**src/rtl/bpc_pkg.sv**
```systemverilog
`default_nettype none
// ----------------------------------------------------------------------------
// bpc_pkg
// Shared types and constants for the barometric pressure compensation unit.
// ----------------------------------------------------------------------------
package bpc_pkg;

  localparam int unsigned RegIdxW = 3;
  localparam int unsigned CfgW    = 32;

  typedef enum logic [RegIdxW-1:0] {
    REG_OSS  = 3'd0,
    REG_AC12 = 3'd1,
    REG_AC34 = 3'd2,
    REG_AC56 = 3'd3,
    REG_B12  = 3'd4,
    REG_MCMD = 3'd5
  } bpc_reg_t;

  localparam logic signed [29:0] TempOffset = 30'sd4000;
  localparam logic [31:0]        B4Bias     = 32'd32768;
  localparam logic [31:0]        B7Scale    = 32'd50000;
  localparam logic [11:0]        PolyA      = 12'd3038;
  localparam logic signed [14:0] PolyB      = -15'sd7357;
  localparam logic signed [45:0] PolyC      = 46'sd3791;
  localparam logic [19:0]        PressMax   = 20'hFFFFF;

  typedef struct packed {
    logic [15:0] raw_temperature;
    logic [23:0] raw_pressure;
  } bpc_req_t;

  typedef struct packed {
    logic signed [15:0] temperature_tenths;
    logic [19:0]        pressure_pa;
    logic               status;
  } bpc_res_t;

  typedef struct packed {
    logic [1:0]         oss;
    logic signed [15:0] ac1;
    logic signed [15:0] ac2;
    logic signed [15:0] ac3;
    logic [15:0]        ac4;
    logic [15:0]        ac5;
    logic [15:0]        ac6;
    logic signed [15:0] b1;
    logic signed [15:0] b2;
    logic signed [15:0] mc;
    logic signed [15:0] md;
  } bpc_cal_t;

  typedef struct packed {
    logic signed [29:0] b6;
    logic signed [15:0] t;
    logic               dz;
    logic [23:0]        raw_pressure;
  } bpc_tmp_t;

  typedef struct packed {
    logic [31:0]        b7;
    logic [16:0]        b4;
    logic signed [15:0] t;
    logic               dz;
  } bpc_coef_t;

endpackage
`default_nettype wire

```
**src/rtl/bpc_div.sv**
```systemverilog
`default_nettype none
// ----------------------------------------------------------------------------
// bpc_div
// Pipelined restoring unsigned divider, one quotient bit per stage, with a
// sideband word that travels alongside.
// ----------------------------------------------------------------------------
module bpc_div #(
  parameter int NW = 32,
  parameter int DW = 17,
  parameter int SW = 1
) (
  input  logic          clk,
  input  logic          rst,
  input  logic          in_valid,
  input  logic [NW-1:0] dividend,
  input  logic [DW-1:0] divisor,
  input  logic [SW-1:0] in_side,
  output logic          out_valid,
  output logic [NW-1:0] quotient,
  output logic [SW-1:0] out_side
);

  logic          vld [NW+1];
  logic [NW-1:0] dvd [NW+1];
  logic [DW-1:0] dsr [NW+1];
  logic [DW-1:0] rem [NW+1];
  logic [SW-1:0] sd  [NW+1];

  assign vld[0] = in_valid;
  assign dvd[0] = dividend;
  assign dsr[0] = divisor;
  assign rem[0] = '0;
  assign sd[0]  = in_side;

  for (genvar i = 0; i < NW; i++) begin : g_stage
    logic [DW:0] tr;
    logic [DW:0] diff;
    logic        ge;

    always_comb begin
      tr   = {rem[i], dvd[i][NW-1]};
      diff = tr - {1'b0, dsr[i]};
      ge   = (tr >= {1'b0, dsr[i]});
    end

    always_ff @(posedge clk) begin
      if (rst) begin
        vld[i+1] <= 1'b0;
      end else begin
        vld[i+1] <= vld[i];
      end
      dvd[i+1] <= {dvd[i][NW-2:0], ge};
      rem[i+1] <= ge ? diff[DW-1:0] : tr[DW-1:0];
      dsr[i+1] <= dsr[i];
      sd[i+1]  <= sd[i];
    end
  end

  assign out_valid = vld[NW];
  assign quotient  = dvd[NW];
  assign out_side  = sd[NW];

endmodule
`default_nettype wire

```
**src/rtl/bpc_temp.sv**
```systemverilog
`default_nettype none
// ----------------------------------------------------------------------------
// bpc_temp
// Temperature path: X1, divisor, signed divide for X2, B5, saturated
// temperature and B6.
// ----------------------------------------------------------------------------
module bpc_temp (
  input  logic                clk,
  input  logic                rst,
  input  logic                in_valid,
  input  bpc_pkg::bpc_req_t   req,
  input  bpc_pkg::bpc_cal_t   cal,
  output logic                out_valid,
  output bpc_pkg::bpc_tmp_t   tmp
);
  import bpc_pkg::*;

  typedef struct packed {
    logic signed [19:0] x1;
    logic               neg;
    logic               dz;
    logic [23:0]        raw_pressure;
  } side_t;

  logic               s1_valid;
  logic signed [17:0] s1_d;
  bpc_req_t           s1_req;
  logic               s2_valid;
  logic signed [34:0] s2_prod;
  bpc_req_t           s2_req;
  logic               s3_valid;
  logic signed [19:0] s3_x1;
  logic signed [19:0] s3_den;
  bpc_req_t           s3_req;

  logic [15:0]        mc_abs;
  logic [19:0]        den_abs;
  side_t              div_side;
  logic [$bits(side_t)-1:0] div_side_out;
  side_t              dq_side;
  logic               dq_valid;
  logic [26:0]        dq;

  logic signed [27:0] x2;
  logic signed [29:0] b5_next;
  logic               s4_valid;
  logic signed [29:0] s4_b5;
  logic               s4_dz;
  logic [23:0]        s4_rp;

  logic signed [29:0] b5_rnd;
  logic signed [25:0] t_wide;
  logic signed [15:0] t_sat;
  logic               s5_valid;

  always_ff @(posedge clk) begin
    if (rst) begin
      s1_valid <= 1'b0;
      s2_valid <= 1'b0;
      s3_valid <= 1'b0;
    end else begin
      s1_valid <= in_valid;
      s2_valid <= s1_valid;
      s3_valid <= s2_valid;
    end
    s1_d    <= $signed({2'b00, req.raw_temperature}) - $signed({2'b00, cal.ac6});
    s1_req  <= req;
    s2_prod <= s1_d * $signed({1'b0, cal.ac5});
    s2_req  <= s1_req;
    s3_x1   <= $signed(s2_prod[34:15]);
    s3_den  <= $signed(s2_prod[34:15]) + {{4{cal.md[15]}}, cal.md};
    s3_req  <= s2_req;
  end

  always_comb begin
    mc_abs                = cal.mc[15] ? 16'(-cal.mc) : cal.mc;
    den_abs               = s3_den[19] ? 20'(-s3_den) : s3_den;
    div_side.x1           = s3_x1;
    div_side.neg          = cal.mc[15] ^ s3_den[19];
    div_side.dz           = (s3_den == '0);
    div_side.raw_pressure = s3_req.raw_pressure;
  end

  bpc_div #(
    .NW(27),
    .DW(20),
    .SW($bits(side_t))
  ) u_div (
    .clk      (clk),
    .rst      (rst),
    .in_valid (s3_valid),
    .dividend ({mc_abs, 11'd0}),
    .divisor  (den_abs),
    .in_side  (div_side),
    .out_valid(dq_valid),
    .quotient (dq),
    .out_side (div_side_out)
  );

  always_comb begin
    dq_side = side_t'(div_side_out);
    x2      = dq_side.neg ? -$signed({1'b0, dq}) : $signed({1'b0, dq});
    b5_next = {{10{dq_side.x1[19]}}, dq_side.x1} + {{2{x2[27]}}, x2};
  end

  always_ff @(posedge clk) begin
    if (rst) begin
      s4_valid <= 1'b0;
      s5_valid <= 1'b0;
    end else begin
      s4_valid <= dq_valid;
      s5_valid <= s4_valid;
    end
    s4_b5 <= b5_next;
    s4_dz <= dq_side.dz;
    s4_rp <= dq_side.raw_pressure;
    tmp.b6           <= s4_b5 - TempOffset;
    tmp.t            <= t_sat;
    tmp.dz           <= s4_dz;
    tmp.raw_pressure <= s4_rp;
  end

  always_comb begin
    b5_rnd = s4_b5 + 30'sd8;
    t_wide = $signed(b5_rnd[29:4]);
    if (t_wide > 26'sd32767) begin
      t_sat = 16'sh7FFF;
    end else if (t_wide < -26'sd32768) begin
      t_sat = 16'sh8000;
    end else begin
      t_sat = t_wide[15:0];
    end
  end

  assign out_valid = s5_valid;

endmodule
`default_nettype wire

```
**config.mk**
```make
export PLATFORM = sky130hd
export DESIGN_NAME = bpc_temp
export DESIGN_NICKNAME = d
export VERILOG_FILES = /design/src/rtl/bpc_pkg.sv /design/src/rtl/bpc_div.sv /design/src/rtl/bpc_temp.sv
export SDC_FILE = /design/constraint.sdc
export NUM_CORES = 2
export LEC_CHECK = 0
export ABC_AREA = 1
export BUFFER_PORTS_ARGS = -buffer_cell sky130_fd_sc_hd__buf_4
export CORE_MARGIN = 5
export CORE_UTILIZATION = 65
export CTS_BUF_LIST = sky130_fd_sc_hd__clkbuf_4 sky130_fd_sc_hd__clkbuf_8
export DETAILED_ROUTE_END_ITERATION = 8
export GPL_TIMING_DRIVEN = 0
export MAX_ROUTING_LAYER = met4
export PLACE_DENSITY_LB_ADDON = 0.12
export SYNTH_ARGS = -nofsm -noshare
export SYNTH_HDL_FRONTEND = slang
export SYNTH_SLANG_ARGS = --single-unit
```
**constraint.sdc**
```tcl
create_clock -name clk -period 20 [get_ports clk]
set_clock_uncertainty 0.15 [all_clocks]
set_input_delay 4 -clock clk [delete_from_list [all_inputs] [get_ports clk]]
set_output_delay 4 -clock clk [all_outputs]
set_load 0.05 [all_outputs]
```
# Yosys cells after proc, flatten, opt, wreduce, memory -nomap -nowiden
# Cells that the tools add are included.
# word_totals
in_bits	205
regBits	3101
output_inout_bits	72
wordCells	259
# classes
addsub	34
n_mux	30
n_lt_le_gt_ge	29
mul	1
bitwise_logic	1
reduce_logical	1
# ops
cell	n
$ge A21 B20 Y1	26
$mux W20	26
$sub A20 B20 Y20	25
$mul A17 B17 Y34	1
$mux W16	2
$add A29 B5 Y30 const B	1
$sub A29 B13 Y30 const B	1
$add A20 B28 Y29	1
$mux W28	1
$neg A27 Y28	1
$gt A26 B16 Y1 const B	1
$lt A26 B16 Y1 const B	1
$add A20 B20 Y20	1
$ge A1 B20 Y1	1
$logic_not A20 Y1	1
$neg A20 Y20	1
$sub A1 B20 Y20	1
$sub A16 B16 Y17	1
$neg A16 Y16	1
$mux W1	1
$xor A1 B1 Y1	1

# Longest topological paths before layout
# depth
ltp_word	4
depth_mapped	27
ltp_nobuf	26

# By module
# Synthesis repeated with hierarchy kept, for this count alone.
# unflattened
cells_unflattened	14477
hier_area_um2	125188.8
# by_module_without_submodules
module	cells_each	area_each_um2	seq_area_each_um2	n_inst
bpc_div	11656	102459.5	60818.3	1
bpc_temp	2821	22729.3	5545.3	1

# Worst setup path after synthesis
# No wires, ideal clock.
# synth_path
path_type	input -> register
startpoint	in cal[90] in the netlist's numbering
endpoint	reg s2_prod[30]
path_buffers	2
stages	24
slack_ns	10.474
required_ns	19.738
setup_ns	0.112
t_arrival_ns	9.264
path_cell_list	clkbuf_1 -> clkbuf_1 -> nand2_1 -> fa_1 -> inv_1 -> fa_1 -> inv_1 -> fa_1 -> inv_1 -> fa_1 -> fa_1 -> inv_1 -> fa_1 -> inv_1 -> ha_1 -> nand2_1 -> nand2_1 -> a21oi_1 -> nor2_1 -> or2_2 -> a221oi_1 -> nand2_1 -> nand2_1 -> nand2_1
# synth_between
elab_chain_len	1
# synth_rtl
element	line	text
start: declaration	bpc_temp.sv:12	input bpc_pkg::bpc_cal_t cal,
$mul A17 B17 Y34	bpc_temp.sv:68	s2_prod <= s1_d * $signed({1'b0, cal.ac5});
end signal: assignment	bpc_temp.sv:68	
end: declaration	bpc_temp.sv:29	logic signed [34:0] s2_prod;
# Every way passes these cells.
# A chain may end at the register's enable or synchronous reset.

# Worst setup path after layout
# layout_path
startpoint	in cal[84] in the netlist's numbering
endpoint	reg s2_prod[29]
# The elaborated chain is that of the path after synthesis.

==> metrics.txt <==
Initial Utilization 65.2%; Max Fanout on Critical Path 10; Detailed Routing Iterations Pass 1 9; final hold vios 0; Netlist cell types 53; RSZ-0062 raised after global routing no; Rel. slew slack -0.181%; synthesis warning total 0; Syn Inst Count 11600; first-pass GRT wire length 465000 um; PnR worst setup slack 10430 ps; cell area after synthesis 0.112 mm^2; drt via density 5.55; clock root buffer clkbuf_8; WP data arrival 10320 ps; count of boundary I/O pins 277; post-CTS setup buffers 0; CTS sink cnt 3057; die width 424 um; Final period util 47.9%; Worst path max stage delay 610 ps; run status complete, but fails checks; final setup violation count 0; layout cells sized above 1 9.06%; largest net degree at the start of global routing 22; share of the synthesized area in the top cell type 54.8%; worst skew pair latency 1100 ps; nets 13400; Main synth FF type dfxtp_1; pre-CTS worst setup slack 9580 ps; WS Path Type in2reg; Die ar. 0.180 mm^2; R2R Setup Slk 13000 ps; vias 82300; largest cells by area after synthesis dfxtp_1 (55%), ha_1 (7.6%), nand2_1 (6.9%); HP Class reg2reg; Avg WL per Cell 20.0 um; grt total ovfl 0; flops & latches, synth 3057; Gates resized, CTS repair 0; GRT Total Usage 34.0%; via count of the first global-routing pass 83800; Synth Area per Inst 9.64 um^2; TNS Setup 0 ps; register area share after synthesis 54.8%; DP HPWL 211000 um; max-cap violations 1; TritonCTS clock tree built; post-route ant nets 0; failing checks DRC, capacitance limit, slew limit; Clock Pin Slew Worst Setup and Hold Paths 70 ps; IO buf count 162; CTS max path bufs 4; worst-margin pin slew 1490 ps; Synthesized Nets 12800; Die H 424 um; WL final 297000 um; DRC Markers 236; RD Place Congestion 0.977; CTS Hold Bufs 0; synth-to-layout area growth 12.4%; WHS 57.4 ps; core outline area 0.171 mm^2; crit path cell chain clkbuf_1 -> clkbuf_1 -> nand2_1 -> fa_1 -> fa_1 -> fa_1 -> fa_1 -> inv_1 -> fa_1 -> inv_1 -> fa_1 -> inv_1 -> ha_1 -> nand2_1 -> nor2_1 -> nand4_1 -> o311ai_0 -> nand4_1 -> nand3_1 -> nand2_1; drt initial violations 7951; initial antenna violation count 42; Synth area leader dfxtp_1; cts bufs inserted 443; # rows 152; ys async rst share 0%; number of synthesized flops with an enable pin 0; Critical Path Source Type primary input; max-slew violations 1; maximum clock rate 104 MHz; minimum clock period 9570 ps; CP most frequent cell fa_1; slowest cell on the critical path fa_1; CP required 20750 ps; Worst Setup End Kind flop; # H-tree levels 5
synth_stat cells (all sizes together) (7+ instances only):
master  number
nor4b       10
a21o        72
a221oi      13
a31oi       48
ha         675
nand2     2075
o21ai      762
and3        17
o21a        30
nor3b       17
nor3       139
nor2       577
a21boi      27
inv       1572
buf         84
o311ai      26
xor2       301
o211ai       7
xnor2      230
nand3      409
a31o        10
o21bai      29
nor4       109
or2         28
nand3b      14
fa         305
o31ai        8
clkbuf      78
nand4      159
dfxtp     3057
and2        16
a21oi      671
sequential cells by signal, summed over array words and instances (netlist names), 17 cells and up:
signal,flops
u_div.out_side,45
u_div.dsr,520
s3_x1,19
s1_req,24
s4_b5,29
u_div.g_stage.tr,520
s4_rp,24
tmp,71
s3_den,20
s2_req,24
div_side,24
s1_d,17
u_div.vld,26
u_div.dvd,471
s2_prod,19
u_div.quotient,27
u_div.sd,1170
layer usage:
metal / GRT usage (%) / routed length [um] / part of all wire (%) / vias up
li1: - / - / - / 38700
met1: 40.2 / 118000 / 40 / 38300
met2: 53.5 / 138000 / 47 / 4017
met3: 9.79 / 24200 / 8.2 / 1290
met4: 16.4 / 16200 / 5.5 / 0
met5: - / 0 / 0 / -
logic make-up after synthesis:
group | count (synthesis) | synth area share [%]
simple gates | 3570 | 13.7
xor+xnor | 531 | 4.17
flops | 3057 | 54.8
buf+inv | 1734 | 5.96
fa+ha+maj | 980 | 13.0
compound gates | 1713 | 8.32
cells in the final DEF, fill, tap and decap left out, drive strengths merged, types with 139 or more instances in the layout:
cell type,instances
nand2,2075
dfxtp,3057
o21ai,762
inv,1576
ha,675
buf,246
fa,305
nor2,577
xnor2,230
xor2,301
clkbuf,772
nand3,409
a21oi,671
nor3,139
nand4,159
cell type report:
class | instances | area, um^2
plain buffers | 162 | 757
well taps | 2233 | 2790
fillers | 11600 | 45700
clock inverters | 91 | 1040
multi-input cells | 6794 | 43800
inverters | 1572 | 5900
repair buffers | 162 | 1220
flip-flops and latches | 3057 | 61200
diodes | 50 | 125
clock buffers | 694 | 8640
stage by stage:
step / utilization, % / cells / instance area (um^2)
detailed placement: 67.6 / 14000 / 116000
global placement: 67.6 / 14000 / 116000
finish: 73.3 / 14800 / 125000
floorplan: - / 11600 / 112000
CTS: 73.2 / 14800 / 125000
global route: 73.3 / 14800 / 125000
worst max-delay path, delay by kind of cell:
family          cells  cell delay (ps)
buf+inv             5             1140
compound gates      1              550
fa+ha+maj           7             3490
simple gates        7             1130
path summary, 6_finish.rpt:
| path | endpoint | cells after the start | from |
|---|---|---|---|
| max | s2_prod[29] | 20 | cal[84] |
| min | u_div.sd[1070] | 0 | u_div.sd[1116] |
| max reg2reg | s2_prod[29] | 20 | s1_d[16] |
| min reg2reg | u_div.sd[1070] | 0 | u_div.sd[1116] |
Power is not shown: default switching activity piles up to over one toggle a cycle in this logic, so the estimate is an artifact.
